<file path="src/rtl/efs_pkg.sv">
package efs_pkg;

   localparam int MAX_SERVERS_DEFAULT = 16;

   localparam int ARRIVAL_W = 20;
   localparam int SERVICE_W = 8;
   localparam int SVC_CAP_W = 6;
   localparam int FREE_W    = 21;
   localparam int WAIT_W    = 20;
   localparam int COUNT_W   = 20;
   localparam int SUM_W     = 32;
   localparam int CSR_W     = 5;
   localparam int SRV_IDX_W = 4;

   localparam logic [SERVICE_W-1:0] SERVICE_CAP = 8'd60;
   localparam logic [FREE_W-1:0]    FREE_MAX    = '1;
   localparam logic [WAIT_W-1:0]    WAIT_MAX    = '1;
   localparam logic [COUNT_W-1:0]   COUNT_MAX   = '1;
   localparam logic [SUM_W-1:0]     SUM_MAX     = '1;
   localparam logic [CSR_W-1:0]     CSR_RESET   = 5'd1;

endpackage

</file>
<file path="src/rtl/efs_store.sv">
module efs_store #(
   parameter int MAX_SERVERS = efs_pkg::MAX_SERVERS_DEFAULT,
   parameter int IDX_W       = (MAX_SERVERS > 1) ? $clog2(MAX_SERVERS) : 1
) (
   input  logic                        clock,
   input  logic                        reset,
   input  logic                        rd_en,
   input  logic [IDX_W-1:0]            rd_addr,
   output logic [efs_pkg::FREE_W-1:0]  rd_free,
   output logic [efs_pkg::COUNT_W-1:0] rd_served,
   input  logic                        wr_en,
   input  logic [IDX_W-1:0]            wr_addr,
   input  logic [efs_pkg::FREE_W-1:0]  wr_free,
   input  logic [efs_pkg::COUNT_W-1:0] wr_served
);

   logic [efs_pkg::FREE_W-1:0]  free_mem   [MAX_SERVERS];
   logic [efs_pkg::COUNT_W-1:0] served_mem [MAX_SERVERS];
   logic [MAX_SERVERS-1:0]      vld_ff;
   logic [efs_pkg::FREE_W-1:0]  rd_free_ff;
   logic [efs_pkg::COUNT_W-1:0] rd_served_ff;

   always_ff @(posedge clock) begin
      if (reset) begin
         vld_ff <= '0;
      end else if (wr_en) begin
         vld_ff[wr_addr] <= 1'b1;
      end
   end

   always_ff @(posedge clock) begin
      if (wr_en) begin
         free_mem[wr_addr]   <= wr_free;
         served_mem[wr_addr] <= wr_served;
      end
   end

   always_ff @(posedge clock) begin
      if (rd_en) begin
         rd_free_ff   <= vld_ff[rd_addr] ? free_mem[rd_addr] : '0;
         rd_served_ff <= vld_ff[rd_addr] ? served_mem[rd_addr] : '0;
      end
   end

   assign rd_free   = rd_free_ff;
   assign rd_served = rd_served_ff;

endmodule

</file>
<file path="src/rtl/efs_engine.sv">
module efs_engine #(
   parameter int MAX_SERVERS = efs_pkg::MAX_SERVERS_DEFAULT,
   parameter int IDX_W       = (MAX_SERVERS > 1) ? $clog2(MAX_SERVERS) : 1,
   parameter int CNT_W       = $clog2(MAX_SERVERS + 1)
) (
   input  logic                          clock,
   input  logic                          reset,
   input  logic                          req_valid,
   output logic                          req_stall,
   input  logic [efs_pkg::ARRIVAL_W-1:0] req_arrival_time,
   input  logic [efs_pkg::SERVICE_W-1:0] req_service_time,
   input  logic [CNT_W-1:0]              open_cnt,
   output logic                          rd_en,
   output logic [IDX_W-1:0]              rd_addr,
   input  logic [efs_pkg::FREE_W-1:0]    rd_free,
   input  logic [efs_pkg::COUNT_W-1:0]   rd_served,
   output logic                          wr_en,
   output logic [IDX_W-1:0]              wr_addr,
   output logic [efs_pkg::FREE_W-1:0]    wr_free,
   output logic [efs_pkg::COUNT_W-1:0]   wr_served,
   output logic                          rsp_valid,
   input  logic                          rsp_stall,
   output logic [efs_pkg::SRV_IDX_W-1:0] rsp_server_index,
   output logic [efs_pkg::WAIT_W-1:0]    rsp_job_wait,
   output logic [efs_pkg::SUM_W-1:0]     rsp_total_wait,
   output logic [efs_pkg::WAIT_W-1:0]    rsp_max_wait,
   output logic [efs_pkg::FREE_W-1:0]    rsp_latest_finish,
   output logic [efs_pkg::COUNT_W-1:0]   rsp_server_served
);

   typedef enum logic [1:0] {
      ST_IDLE,
      ST_SCAN,
      ST_PICK,
      ST_UPDATE
   } state_type;

   state_type                     state_ff, state_in;
   logic [efs_pkg::ARRIVAL_W-1:0] arr_ff, arr_in;
   logic [efs_pkg::SVC_CAP_W-1:0] svc_ff, svc_in;
   logic [CNT_W-1:0]              n_ff, n_in;
   logic [CNT_W-1:0]              iss_ff, iss_in;
   logic                          chk_vld_ff, chk_vld_in;
   logic [CNT_W-1:0]              chk_idx_ff, chk_idx_in;
   logic                          found_ff, found_in;
   logic [IDX_W-1:0]              hit_idx_ff, hit_idx_in;
   logic [efs_pkg::FREE_W-1:0]    best_ff, best_in;
   logic [IDX_W-1:0]              best_idx_ff, best_idx_in;
   logic [efs_pkg::FREE_W-1:0]    latest_ff, latest_in;
   logic [IDX_W-1:0]              pick_ff, pick_in;
   logic [efs_pkg::FREE_W-1:0]    new_free_ff, new_free_in;
   logic [efs_pkg::WAIT_W-1:0]    wait_ff, wait_in;
   logic [efs_pkg::SUM_W-1:0]     sum_ff, sum_in;
   logic [efs_pkg::WAIT_W-1:0]    peak_ff, peak_in;

   logic                          rsp_valid_ff, rsp_valid_in;
   logic [efs_pkg::SRV_IDX_W-1:0] rsp_idx_ff, rsp_idx_in;
   logic [efs_pkg::WAIT_W-1:0]    rsp_wait_ff, rsp_wait_in;
   logic [efs_pkg::SUM_W-1:0]     rsp_sum_ff, rsp_sum_in;
   logic [efs_pkg::WAIT_W-1:0]    rsp_peak_ff, rsp_peak_in;
   logic [efs_pkg::FREE_W-1:0]    rsp_latest_ff, rsp_latest_in;
   logic [efs_pkg::COUNT_W-1:0]   rsp_served_ff, rsp_served_in;

   logic                          accept;
   logic                          fire;
   logic [efs_pkg::FREE_W-1:0]    arr_ext;
   logic [IDX_W-1:0]              sel_idx;
   logic [efs_pkg::FREE_W-1:0]    base;
   logic [efs_pkg::FREE_W:0]      end_sum;
   logic [efs_pkg::FREE_W-1:0]    diff;
   logic [efs_pkg::COUNT_W-1:0]   served_new;
   logic [efs_pkg::SUM_W:0]       wsum;

   assign req_stall = (state_ff != ST_IDLE);
   assign accept    = req_valid && !req_stall;
   assign fire      = (state_ff == ST_UPDATE) && (!rsp_valid_ff || !rsp_stall);
   assign arr_ext   = efs_pkg::FREE_W'(arr_ff);

   assign sel_idx = found_ff ? hit_idx_ff : best_idx_ff;
   assign base    = found_ff ? arr_ext : best_ff;
   assign end_sum = {1'b0, base} + (efs_pkg::FREE_W + 1)'(svc_ff);
   assign diff    = best_ff - arr_ext;

   assign served_new = (rd_served == efs_pkg::COUNT_MAX) ? rd_served
                                                         : rd_served + 1'b1;
   assign wsum       = {1'b0, sum_ff} + (efs_pkg::SUM_W + 1)'(wait_ff);

   assign rd_en   = ((state_ff == ST_SCAN) && (iss_ff < n_ff)) || (state_ff == ST_PICK);
   assign rd_addr = (state_ff == ST_PICK) ? sel_idx : iss_ff[IDX_W-1:0];

   assign wr_en     = fire;
   assign wr_addr   = pick_ff;
   assign wr_free   = new_free_ff;
   assign wr_served = served_new;

   always_comb begin
      state_in      = state_ff;
      arr_in        = arr_ff;
      svc_in        = svc_ff;
      n_in          = n_ff;
      iss_in        = iss_ff;
      chk_vld_in    = 1'b0;
      chk_idx_in    = iss_ff;
      found_in      = found_ff;
      hit_idx_in    = hit_idx_ff;
      best_in       = best_ff;
      best_idx_in   = best_idx_ff;
      latest_in     = latest_ff;
      pick_in       = pick_ff;
      new_free_in   = new_free_ff;
      wait_in       = wait_ff;
      sum_in        = sum_ff;
      peak_in       = peak_ff;
      rsp_valid_in  = rsp_valid_ff && rsp_stall;
      rsp_idx_in    = rsp_idx_ff;
      rsp_wait_in   = rsp_wait_ff;
      rsp_sum_in    = rsp_sum_ff;
      rsp_peak_in   = rsp_peak_ff;
      rsp_latest_in = rsp_latest_ff;
      rsp_served_in = rsp_served_ff;

      case (state_ff)
         ST_IDLE: begin
            if (accept) begin
               arr_in    = req_arrival_time;
               svc_in    = (req_service_time > efs_pkg::SERVICE_CAP)
                           ? efs_pkg::SVC_CAP_W'(efs_pkg::SERVICE_CAP)
                           : req_service_time[efs_pkg::SVC_CAP_W-1:0];
               n_in      = open_cnt;
               iss_in    = '0;
               found_in  = 1'b0;
               latest_in = '0;
               state_in  = ST_SCAN;
            end
         end
         ST_SCAN: begin
            if (iss_ff < n_ff) begin
               chk_vld_in = 1'b1;
               iss_in     = iss_ff + 1'b1;
            end
            if (chk_vld_ff) begin
               if (!found_ff && (arr_ext >= rd_free)) begin
                  found_in   = 1'b1;
                  hit_idx_in = chk_idx_ff[IDX_W-1:0];
               end
               if ((chk_idx_ff == '0) || (rd_free < best_ff)) begin
                  best_in     = rd_free;
                  best_idx_in = chk_idx_ff[IDX_W-1:0];
               end
               if (rd_free > latest_ff) begin
                  latest_in = rd_free;
               end
               if (CNT_W'(chk_idx_ff + 1'b1) == n_ff) begin
                  state_in = ST_PICK;
               end
            end
         end
         ST_PICK: begin
            pick_in     = sel_idx;
            new_free_in = end_sum[efs_pkg::FREE_W] ? efs_pkg::FREE_MAX
                                                   : end_sum[efs_pkg::FREE_W-1:0];
            if (found_ff) begin
               wait_in = '0;
            end else if (diff > efs_pkg::FREE_W'(efs_pkg::WAIT_MAX)) begin
               wait_in = efs_pkg::WAIT_MAX;
            end else begin
               wait_in = diff[efs_pkg::WAIT_W-1:0];
            end
            state_in = ST_UPDATE;
         end
         ST_UPDATE: begin
            if (fire) begin
               sum_in        = wsum[efs_pkg::SUM_W] ? efs_pkg::SUM_MAX
                                                    : wsum[efs_pkg::SUM_W-1:0];
               peak_in       = (wait_ff > peak_ff) ? wait_ff : peak_ff;
               rsp_valid_in  = 1'b1;
               rsp_idx_in    = efs_pkg::SRV_IDX_W'(pick_ff);
               rsp_wait_in   = wait_ff;
               rsp_sum_in    = sum_in;
               rsp_peak_in   = peak_in;
               rsp_latest_in = (new_free_ff > latest_ff) ? new_free_ff : latest_ff;
               rsp_served_in = served_new;
               state_in      = ST_IDLE;
            end
         end
         default: begin
            state_in = ST_IDLE;
         end
      endcase
   end

   always_ff @(posedge clock) begin
      if (reset) begin
         state_ff     <= ST_IDLE;
         chk_vld_ff   <= 1'b0;
         found_ff     <= 1'b0;
         sum_ff       <= '0;
         peak_ff      <= '0;
         rsp_valid_ff <= 1'b0;
      end else begin
         state_ff     <= state_in;
         chk_vld_ff   <= chk_vld_in;
         found_ff     <= found_in;
         sum_ff       <= sum_in;
         peak_ff      <= peak_in;
         rsp_valid_ff <= rsp_valid_in;
      end
      arr_ff        <= arr_in;
      svc_ff        <= svc_in;
      n_ff          <= n_in;
      iss_ff        <= iss_in;
      chk_idx_ff    <= chk_idx_in;
      hit_idx_ff    <= hit_idx_in;
      best_ff       <= best_in;
      best_idx_ff   <= best_idx_in;
      latest_ff     <= latest_in;
      pick_ff       <= pick_in;
      new_free_ff   <= new_free_in;
      wait_ff       <= wait_in;
      rsp_idx_ff    <= rsp_idx_in;
      rsp_wait_ff   <= rsp_wait_in;
      rsp_sum_ff    <= rsp_sum_in;
      rsp_peak_ff   <= rsp_peak_in;
      rsp_latest_ff <= rsp_latest_in;
      rsp_served_ff <= rsp_served_in;
   end

   assign rsp_valid         = rsp_valid_ff;
   assign rsp_server_index  = rsp_idx_ff;
   assign rsp_job_wait      = rsp_wait_ff;
   assign rsp_total_wait    = rsp_sum_ff;
   assign rsp_max_wait      = rsp_peak_ff;
   assign rsp_latest_finish = rsp_latest_ff;
   assign rsp_server_served = rsp_served_ff;

endmodule

</file>
<file path="src/rtl/earliest_free_server_dispatch_unit.sv">
// Job dispatcher for one queue served by up to MAX_SERVERS windows.
// req channel: one job per transfer (arrival tick, service time); the job
//   goes to the lowest free server or, if none is free, to the one that
//   frees up earliest.
// rsp channel: one result per job (server, wait, total and peak wait,
//   latest finish, served count of the chosen server).
// csr port: csr_wr_en writes the number of open windows; write it only
//   while no job is in flight.
// Flow: a job's result is shown after a scan of one read per open window
//   of the free-at memory and a read-modify-write of the chosen entry.
// Busy: one job at a time; req_stall stays high until the result is
//   loaded into the output register.
// Stall: a stalled result holds in the output register; the next job is
//   taken and scanned meanwhile and waits before write-back until the
//   register frees.
// Reset: clears all server entries, the wait statistics and the output
//   valid, and sets the window count to one.
module earliest_free_server_dispatch_unit #(
   parameter int MAX_SERVERS = efs_pkg::MAX_SERVERS_DEFAULT
) (
   input  logic                          clock,
   input  logic                          reset,
   input  logic                          req_valid,
   output logic                          req_stall,
   input  logic [efs_pkg::ARRIVAL_W-1:0] req_arrival_time,
   input  logic [efs_pkg::SERVICE_W-1:0] req_service_time,
   output logic                          rsp_valid,
   input  logic                          rsp_stall,
   output logic [efs_pkg::SRV_IDX_W-1:0] rsp_server_index,
   output logic [efs_pkg::WAIT_W-1:0]    rsp_job_wait,
   output logic [efs_pkg::SUM_W-1:0]     rsp_total_wait,
   output logic [efs_pkg::WAIT_W-1:0]    rsp_max_wait,
   output logic [efs_pkg::FREE_W-1:0]    rsp_latest_finish,
   output logic [efs_pkg::COUNT_W-1:0]   rsp_server_served,
   input  logic                          csr_wr_en,
   input  logic [efs_pkg::CSR_W-1:0]     csr_wr_data
);

   localparam int IDX_W = (MAX_SERVERS > 1) ? $clog2(MAX_SERVERS) : 1;
   localparam int CNT_W = $clog2(MAX_SERVERS + 1);

   logic [efs_pkg::CSR_W-1:0]   active_ff, active_in;
   logic [CNT_W-1:0]            open_cnt;
   logic                        rd_en;
   logic [IDX_W-1:0]            rd_addr;
   logic [efs_pkg::FREE_W-1:0]  rd_free;
   logic [efs_pkg::COUNT_W-1:0] rd_served;
   logic                        wr_en;
   logic [IDX_W-1:0]            wr_addr;
   logic [efs_pkg::FREE_W-1:0]  wr_free;
   logic [efs_pkg::COUNT_W-1:0] wr_served;

   assign active_in = csr_wr_en ? csr_wr_data : active_ff;

   always_ff @(posedge clock) begin
      if (reset) begin
         active_ff <= efs_pkg::CSR_RESET;
      end else begin
         active_ff <= active_in;
      end
   end

   always_comb begin
      if (active_ff == '0) begin
         open_cnt = CNT_W'(1);
      end else if (32'(active_ff) > 32'(MAX_SERVERS)) begin
         open_cnt = CNT_W'(MAX_SERVERS);
      end else begin
         open_cnt = CNT_W'(active_ff);
      end
   end

   efs_store #(
      .MAX_SERVERS (MAX_SERVERS),
      .IDX_W       (IDX_W)
   ) u_store (
      .clock     (clock),
      .reset     (reset),
      .rd_en     (rd_en),
      .rd_addr   (rd_addr),
      .rd_free   (rd_free),
      .rd_served (rd_served),
      .wr_en     (wr_en),
      .wr_addr   (wr_addr),
      .wr_free   (wr_free),
      .wr_served (wr_served)
   );

   efs_engine #(
      .MAX_SERVERS (MAX_SERVERS),
      .IDX_W       (IDX_W),
      .CNT_W       (CNT_W)
   ) u_engine (
      .clock             (clock),
      .reset             (reset),
      .req_valid         (req_valid),
      .req_stall         (req_stall),
      .req_arrival_time  (req_arrival_time),
      .req_service_time  (req_service_time),
      .open_cnt          (open_cnt),
      .rd_en             (rd_en),
      .rd_addr           (rd_addr),
      .rd_free           (rd_free),
      .rd_served         (rd_served),
      .wr_en             (wr_en),
      .wr_addr           (wr_addr),
      .wr_free           (wr_free),
      .wr_served         (wr_served),
      .rsp_valid         (rsp_valid),
      .rsp_stall         (rsp_stall),
      .rsp_server_index  (rsp_server_index),
      .rsp_job_wait      (rsp_job_wait),
      .rsp_total_wait    (rsp_total_wait),
      .rsp_max_wait      (rsp_max_wait),
      .rsp_latest_finish (rsp_latest_finish),
      .rsp_server_served (rsp_server_served)
   );

`ifndef NO_ASSERTIONS
   a_peak_covers_wait: assert property (@(posedge clock) disable iff (reset)
      rsp_valid |-> rsp_job_wait <= rsp_max_wait)
      else $error("max wait below job wait");

   a_sum_covers_wait: assert property (@(posedge clock) disable iff (reset)
      rsp_valid |-> 32'(rsp_job_wait) <= rsp_total_wait)
      else $error("total wait below job wait");

   a_busy_after_accept: assert property (@(posedge clock) disable iff (reset)
      (req_valid && !req_stall) |=> req_stall)
      else $error("job transfer not followed by busy");

   a_served_nonzero: assert property (@(posedge clock) disable iff (reset)
      rsp_valid |-> rsp_server_served != '0)
      else $error("served count zero on result");
`endif

endmodule

</file>
<file path="config.mk">
export PLATFORM = sky130hd
export DESIGN_NAME = earliest_free_server_dispatch_unit
export DESIGN_NICKNAME = d
export VERILOG_FILES = /design/src/rtl/efs_pkg.sv /design/src/rtl/efs_store.sv /design/src/rtl/efs_engine.sv /design/src/rtl/earliest_free_server_dispatch_unit.sv
export SDC_FILE = /design/constraint.sdc
export NUM_CORES = 2
export LEC_CHECK = 0
export BUFFER_PORTS_ARGS = -buffer_cell sky130_fd_sc_hd__buf_4
export CELL_PAD_IN_SITES_DETAIL_PLACEMENT = 0
export CELL_PAD_IN_SITES_GLOBAL_PLACEMENT = 2
export CORE_ASPECT_RATIO = 0.9
export CORE_MARGIN = 10
export CORE_UTILIZATION = 50
export DETAILED_ROUTE_END_ITERATION = 12
export PLACE_DENSITY_LB_ADDON = 0.1
export SLEW_MARGIN = 20
export SYNTH_ARGS = -nofsm -noshare
export SYNTH_HDL_FRONTEND = slang
export SYNTH_SLANG_ARGS = --single-unit
</file>
<file path="constraint.sdc">
create_clock -name clock -period 16.6 [get_ports clock]
set_input_delay 3.32 -clock clock [delete_from_list [all_inputs] [get_ports clock]]
set_output_delay 3.32 -clock clock [all_outputs]
set_load 0.02 [all_outputs]
</file>
==> Flow_metrics.wiki <==
{| class="wikitable"
! Metric !! Value
|-
| Maximum vdd drop || 161 uV
|-
| IO Count || 157
|-
| Number of nets produced by synthesis || 2946
|-
| Final global-route overflow total || 0
|-
| Crit path max fanout || 84
|-
| Worst-skew pair later-pin latency || 0.69 ns
|-
| Grt met3 use || 0.0368
|-
| Critical Path Source || rsp_stall
|-
| Reg-to-Reg End || u_store.rd_free[4]$_SDFFCE_PN0P_
|-
| Dpl ws || 10.38 ns
|-
| H-Tree Level Count || 3
|-
| Number of hold buffers added after cts || 0
|-
| Number of storage elements in the synthesis netlist || 1028
|-
| Number of standard-cell rows in the floorplan || 104
|-
| Count of inserted antenna diode cells || 0
|-
| Maximum number of buffers from clock root to sink || 3
|-
| Synthesized area per cell || 16.4 um^2
|-
| Proportion of netlist area held by the largest area contributor || 0.632
|-
| Setup repair after global routing missed its margin || no
|-
| Post-route DRC || 0
|-
| Worst setup endpoint || u_store.free_mem[12][13]$_DFFE_PP_
|-
| Data required, critical path || 16.90 ns
|-
| Startpoint of the lowest-slack register-to-register path || u_engine.state_ff[0]$_SDFFE_PP0P_
|-
| Met1 routing resource usage after global routing || 0.309
|-
| Number of optimization iterations in the first detailed-route pass || 6
|-
| Drt initial violations || 2049
|-
| Netlist area before placement || 0.0449 mm^2
|-
| Number of I/O port buffers || 156
|-
| Post-synth EDFFs || 945
|-
| Result of the run || completed
|-
| Category of the worst setup path launch point || primary input
|-
| Final core utilization || 0.572
|-
| Largest net degree at the start of global routing || 105
|-
| Cell depth of the worst setup path || 7
|-
| Overall global routing resource usage || 0.206
|-
| Longest individual stage delay on the worst path || 0.64 ns
|-
| Global-route met2 utilization || 0.308
|-
| Largest clock skew in the final design || 0.0253 ns
|-
| DR vias || 24567
|-
| Area post-placement || 0.0474 mm^2
|-
| Cell at the root of the clock tree || sky130_fd_sc_hd__clkbuf_16
|-
| Buffers plus inverters on the worst setup path || 3
|-
| Relative slew margins || 0.273
|-
| Routed wirelength normalized by instance count || 25.3 um
|-
| Number of vias per cell || 5.85
|-
| Leakage power || 18.0 nW
|-
| Final critical delay including setup and external delays || 5.49 ns
|-
| Setup TNS || 0 ns
|-
| Clock tree from TritonCTS || done
|-
| Kind of critical path || primary input to register
|-
| TritonCTS sink count || 1028
|-
| Prevailing post-synth register cell || sky130_fd_sc_hd__edfxtp_1
|-
| TritonCTS buffer count || 103
|-
| Chip Width || 336 um
|-
| Proportion of layout cells with a drive suffix above 1 || 0.225
|-
| Slew at the pin closest to its max-slew limit || 1.09 ns
|-
| Cell type with the highest aggregate area in the netlist || sky130_fd_sc_hd__edfxtp_1
|-
| Count of cells along the worst register-to-register path || 11
|-
| Max capacitance violation total || 0
|-
| Initial core utilization || 0.503
|-
| Final weighted congestion in routability-driven placement || 0.842
|-
| Via count of the first global-routing pass || 25055
|-
| Total core area || 0.0893 mm^2
|-
| Instance count of the mapped netlist || 2743
|-
| Post-route cell area || 0.0511 mm^2
|-
| GR peak layer || met1
|-
| Number of warning messages in the yosys log || 0
|-
| Register clock-pin slew on the reported worst setup and hold paths || 0.06 ns
|-
| Floorplan die area || 0.102 mm^2
|-
| Final slew viol count || 0
|-
| Final critical-path setup slack || 11.11 ns
|-
| Arrival time of data at the critical path endpoint || 5.79 ns
|-
| Number of antenna violations at the first check in global routing || 2
|-
| Top area cells in the synthesized netlist || sky130_fd_sc_hd__edfxtp_1, sky130_fd_sc_hd__mux4_2, sky130_fd_sc_hd__ha_1, sky130_fd_sc_hd__dfxtp_1, sky130_fd_sc_hd__mux2i_1
|-
| Share of the clock period used by the worst path after layout || 0.331
|-
| Sequential share of the synthesized area || 0.669
|-
| Quantity of gates resized following cts || 0
|-
| Synthesis-to-layout area growth || 13.8%
|-
| Die Y-Extent || 304 um
|-
| Crit. End Element || register
|-
| Final antenna-violating net count || 0
|-
| Post-CTS Setup Bufs || 0
|-
| Distinct cell type count of the synthesized netlist || 82
|-
| Slack of the worst reg-to-reg path || 11.35 ns
|-
| Wire length of the first global-routing pass || 160 mm
|-
| Fillcell total || 6878
|-
| Synth top cells by count || sky130_fd_sc_hd__edfxtp_1, sky130_fd_sc_hd__mux4_2, sky130_fd_sc_hd__ha_1
|-
| Number of nets in the finished design || 3149
|-
| Final Hold Vio Count || 0
|-
| Cell family with the largest share of critical-path delay || buffers and inverters
|-
| Post-detailed-placement half-perimeter wirelength || 67.3 mm
|-
| Highest-delay cell along the critical path || sky130_fd_sc_hd__inv_6
|-
| Type of the most critical hold path || register to register
|-
| Drt total wl || 106 mm
|-
| Async SR Flop Fraction || 0
|-
| Power per unit of standard cell area || 174 mW/mm^2
|-
| Critical-path cell list || buf_4, nand2_1, nand2_1, inv_6, nand3_1, nor3_2, buf_4
|-
| Number of setup violations in the final report || 0
|-
| Most instantiated library cell after synthesis || sky130_fd_sc_hd__edfxtp_1
|-
| Achievable frequency || 182 MHz
|}
cells in the final DEF (no fill, tap or decap), types with 41 or more instances in the layout:
cell and count:
sky130_fd_sc_hd__xnor2_1 44, sky130_fd_sc_hd__o21ai_0 68, sky130_fd_sc_hd__a211oi_1 53, sky130_fd_sc_hd__a211oi_2 41, sky130_fd_sc_hd__dfxtp_1 82, sky130_fd_sc_hd__nor2_1 134, sky130_fd_sc_hd__mux4_2 166, sky130_fd_sc_hd__edfxtp_1 945
sky130_fd_sc_hd__a21oi_1 74, sky130_fd_sc_hd__inv_1 136, sky130_fd_sc_hd__buf_4 201, sky130_fd_sc_hd__nand2_1 111, sky130_fd_sc_hd__nor2b_1 59, sky130_fd_sc_hd__mux2i_1 81, sky130_fd_sc_hd__clkbuf_16 105, sky130_fd_sc_hd__ha_1 161
sky130_fd_sc_hd__mux2_2 43, sky130_fd_sc_hd__a21o_1 47
cell type report:
cell class	count	area (um^2)	share of cell area
well taps	1166	1460	0.0286
flip-flops and latches	1028	30000	0.588
clock buffers	126	2750	0.0537
clock inverters	64	861	0.0169
multi-input cells	1469	13800	0.271
inverters	137	519	0.0102
repair buffers	207	1620	0.0316
where the power goes:
group | leakage, nW | internal [mW] | switching, mW | total, mW
clock | 1.75 | 1.46 | 1.00 | 2.46
combinational | 7.03 | 1.16 | 1.60 | 2.76
sequential | 9.25 | 3.36 | 0.321 | 3.68
total | 18.0 | 5.99 | 2.92 | 8.91
state kept, by name, indices dropped and copies added (netlist names), 6 cells and up:
name	flops
u_engine.sum_ff	32
u_store.vld_ff	16
u_engine.rsp_latest_finish	21
u_store.rd_served	20
u_engine.peak_ff	20
u_engine.rsp_job_wait	20
u_engine.wait_ff	20
u_store.served_mem	320
u_store.free_mem	336
u_engine.latest_ff	21
u_engine.arr_ff	20
u_engine.wr_free	21
u_engine.rsp_server_served	20
u_store.rd_free	21
u_engine.best_ff	21
u_engine.rsp_total_wait	32
u_engine.rsp_max_wait	20
u_engine.svc_ff	6
kinds of logic (layout without fill, tap and decap cells):
group,count (synthesis),in the layout,share of synthesized area
AND/OR/NAND/NOR,509,509,0.0568
AO/OA/AOI/OAI,418,418,0.0695
adder cells (fa/ha/maj),165,165,0.0465
buffers and inverters,246,534,0.0276
XOR/XNOR,80,80,0.0156
flip-flops,1028,1028,0.669
multiplexers,297,297,0.115
how the worst min path moves through the flow:
stage	start	endpoint	slack, ns	cells after the start
CTS	u_engine.chk_idx_in[4]$_SDFFCE_PN0P_	u_engine.chk_idx_ff[4]$_DFF_P_	0.46	0
detailed placement	u_engine.chk_idx_in[4]$_SDFFCE_PN0P_	u_engine.chk_idx_ff[4]$_DFF_P_	0.45	0
global route	u_store.vld_ff[11]$_SDFFE_PP0P_	u_store.vld_ff[11]$_SDFFE_PP0P_	0.48	1
floorplan	u_engine.chk_idx_in[4]$_SDFFCE_PN0P_	u_engine.chk_idx_ff[4]$_DFF_P_	0.40	0
finish	u_engine.chk_idx_in[4]$_SDFFCE_PN0P_	u_engine.chk_idx_ff[4]$_DFF_P_	0.45	0
global placement	u_engine.chk_idx_in[4]$_SDFFCE_PN0P_	u_engine.chk_idx_ff[4]$_DFF_P_	0.43	0
per-layer routing:
metal / wire (um) / part of all wire / vias up
met4: 2600 / 0.024 / 2
met2: 47600 / 0.45 / 704
met5: 13 / 0.00012 / -
met1: 49500 / 0.47 / 12601
li1: - / - / 11112
met3: 6390 / 0.060 / 148
metrics by stage:
| stage | std cells | hold slack [ns] | total power [mW] |
|---|---|---|---|
| floorplan | 2743 | 0.397 | 5.66 |
| global placement | 4003 | 0.426 | 6.43 |
| detailed placement | 4005 | 0.449 | 6.51 |
| CTS | 4195 | 0.464 | 8.99 |
| global route | 4197 | 0.479 | 9.37 |
| finish | 4197 | 0.455 | 8.91 |
(Power assumes the default switching activity.)
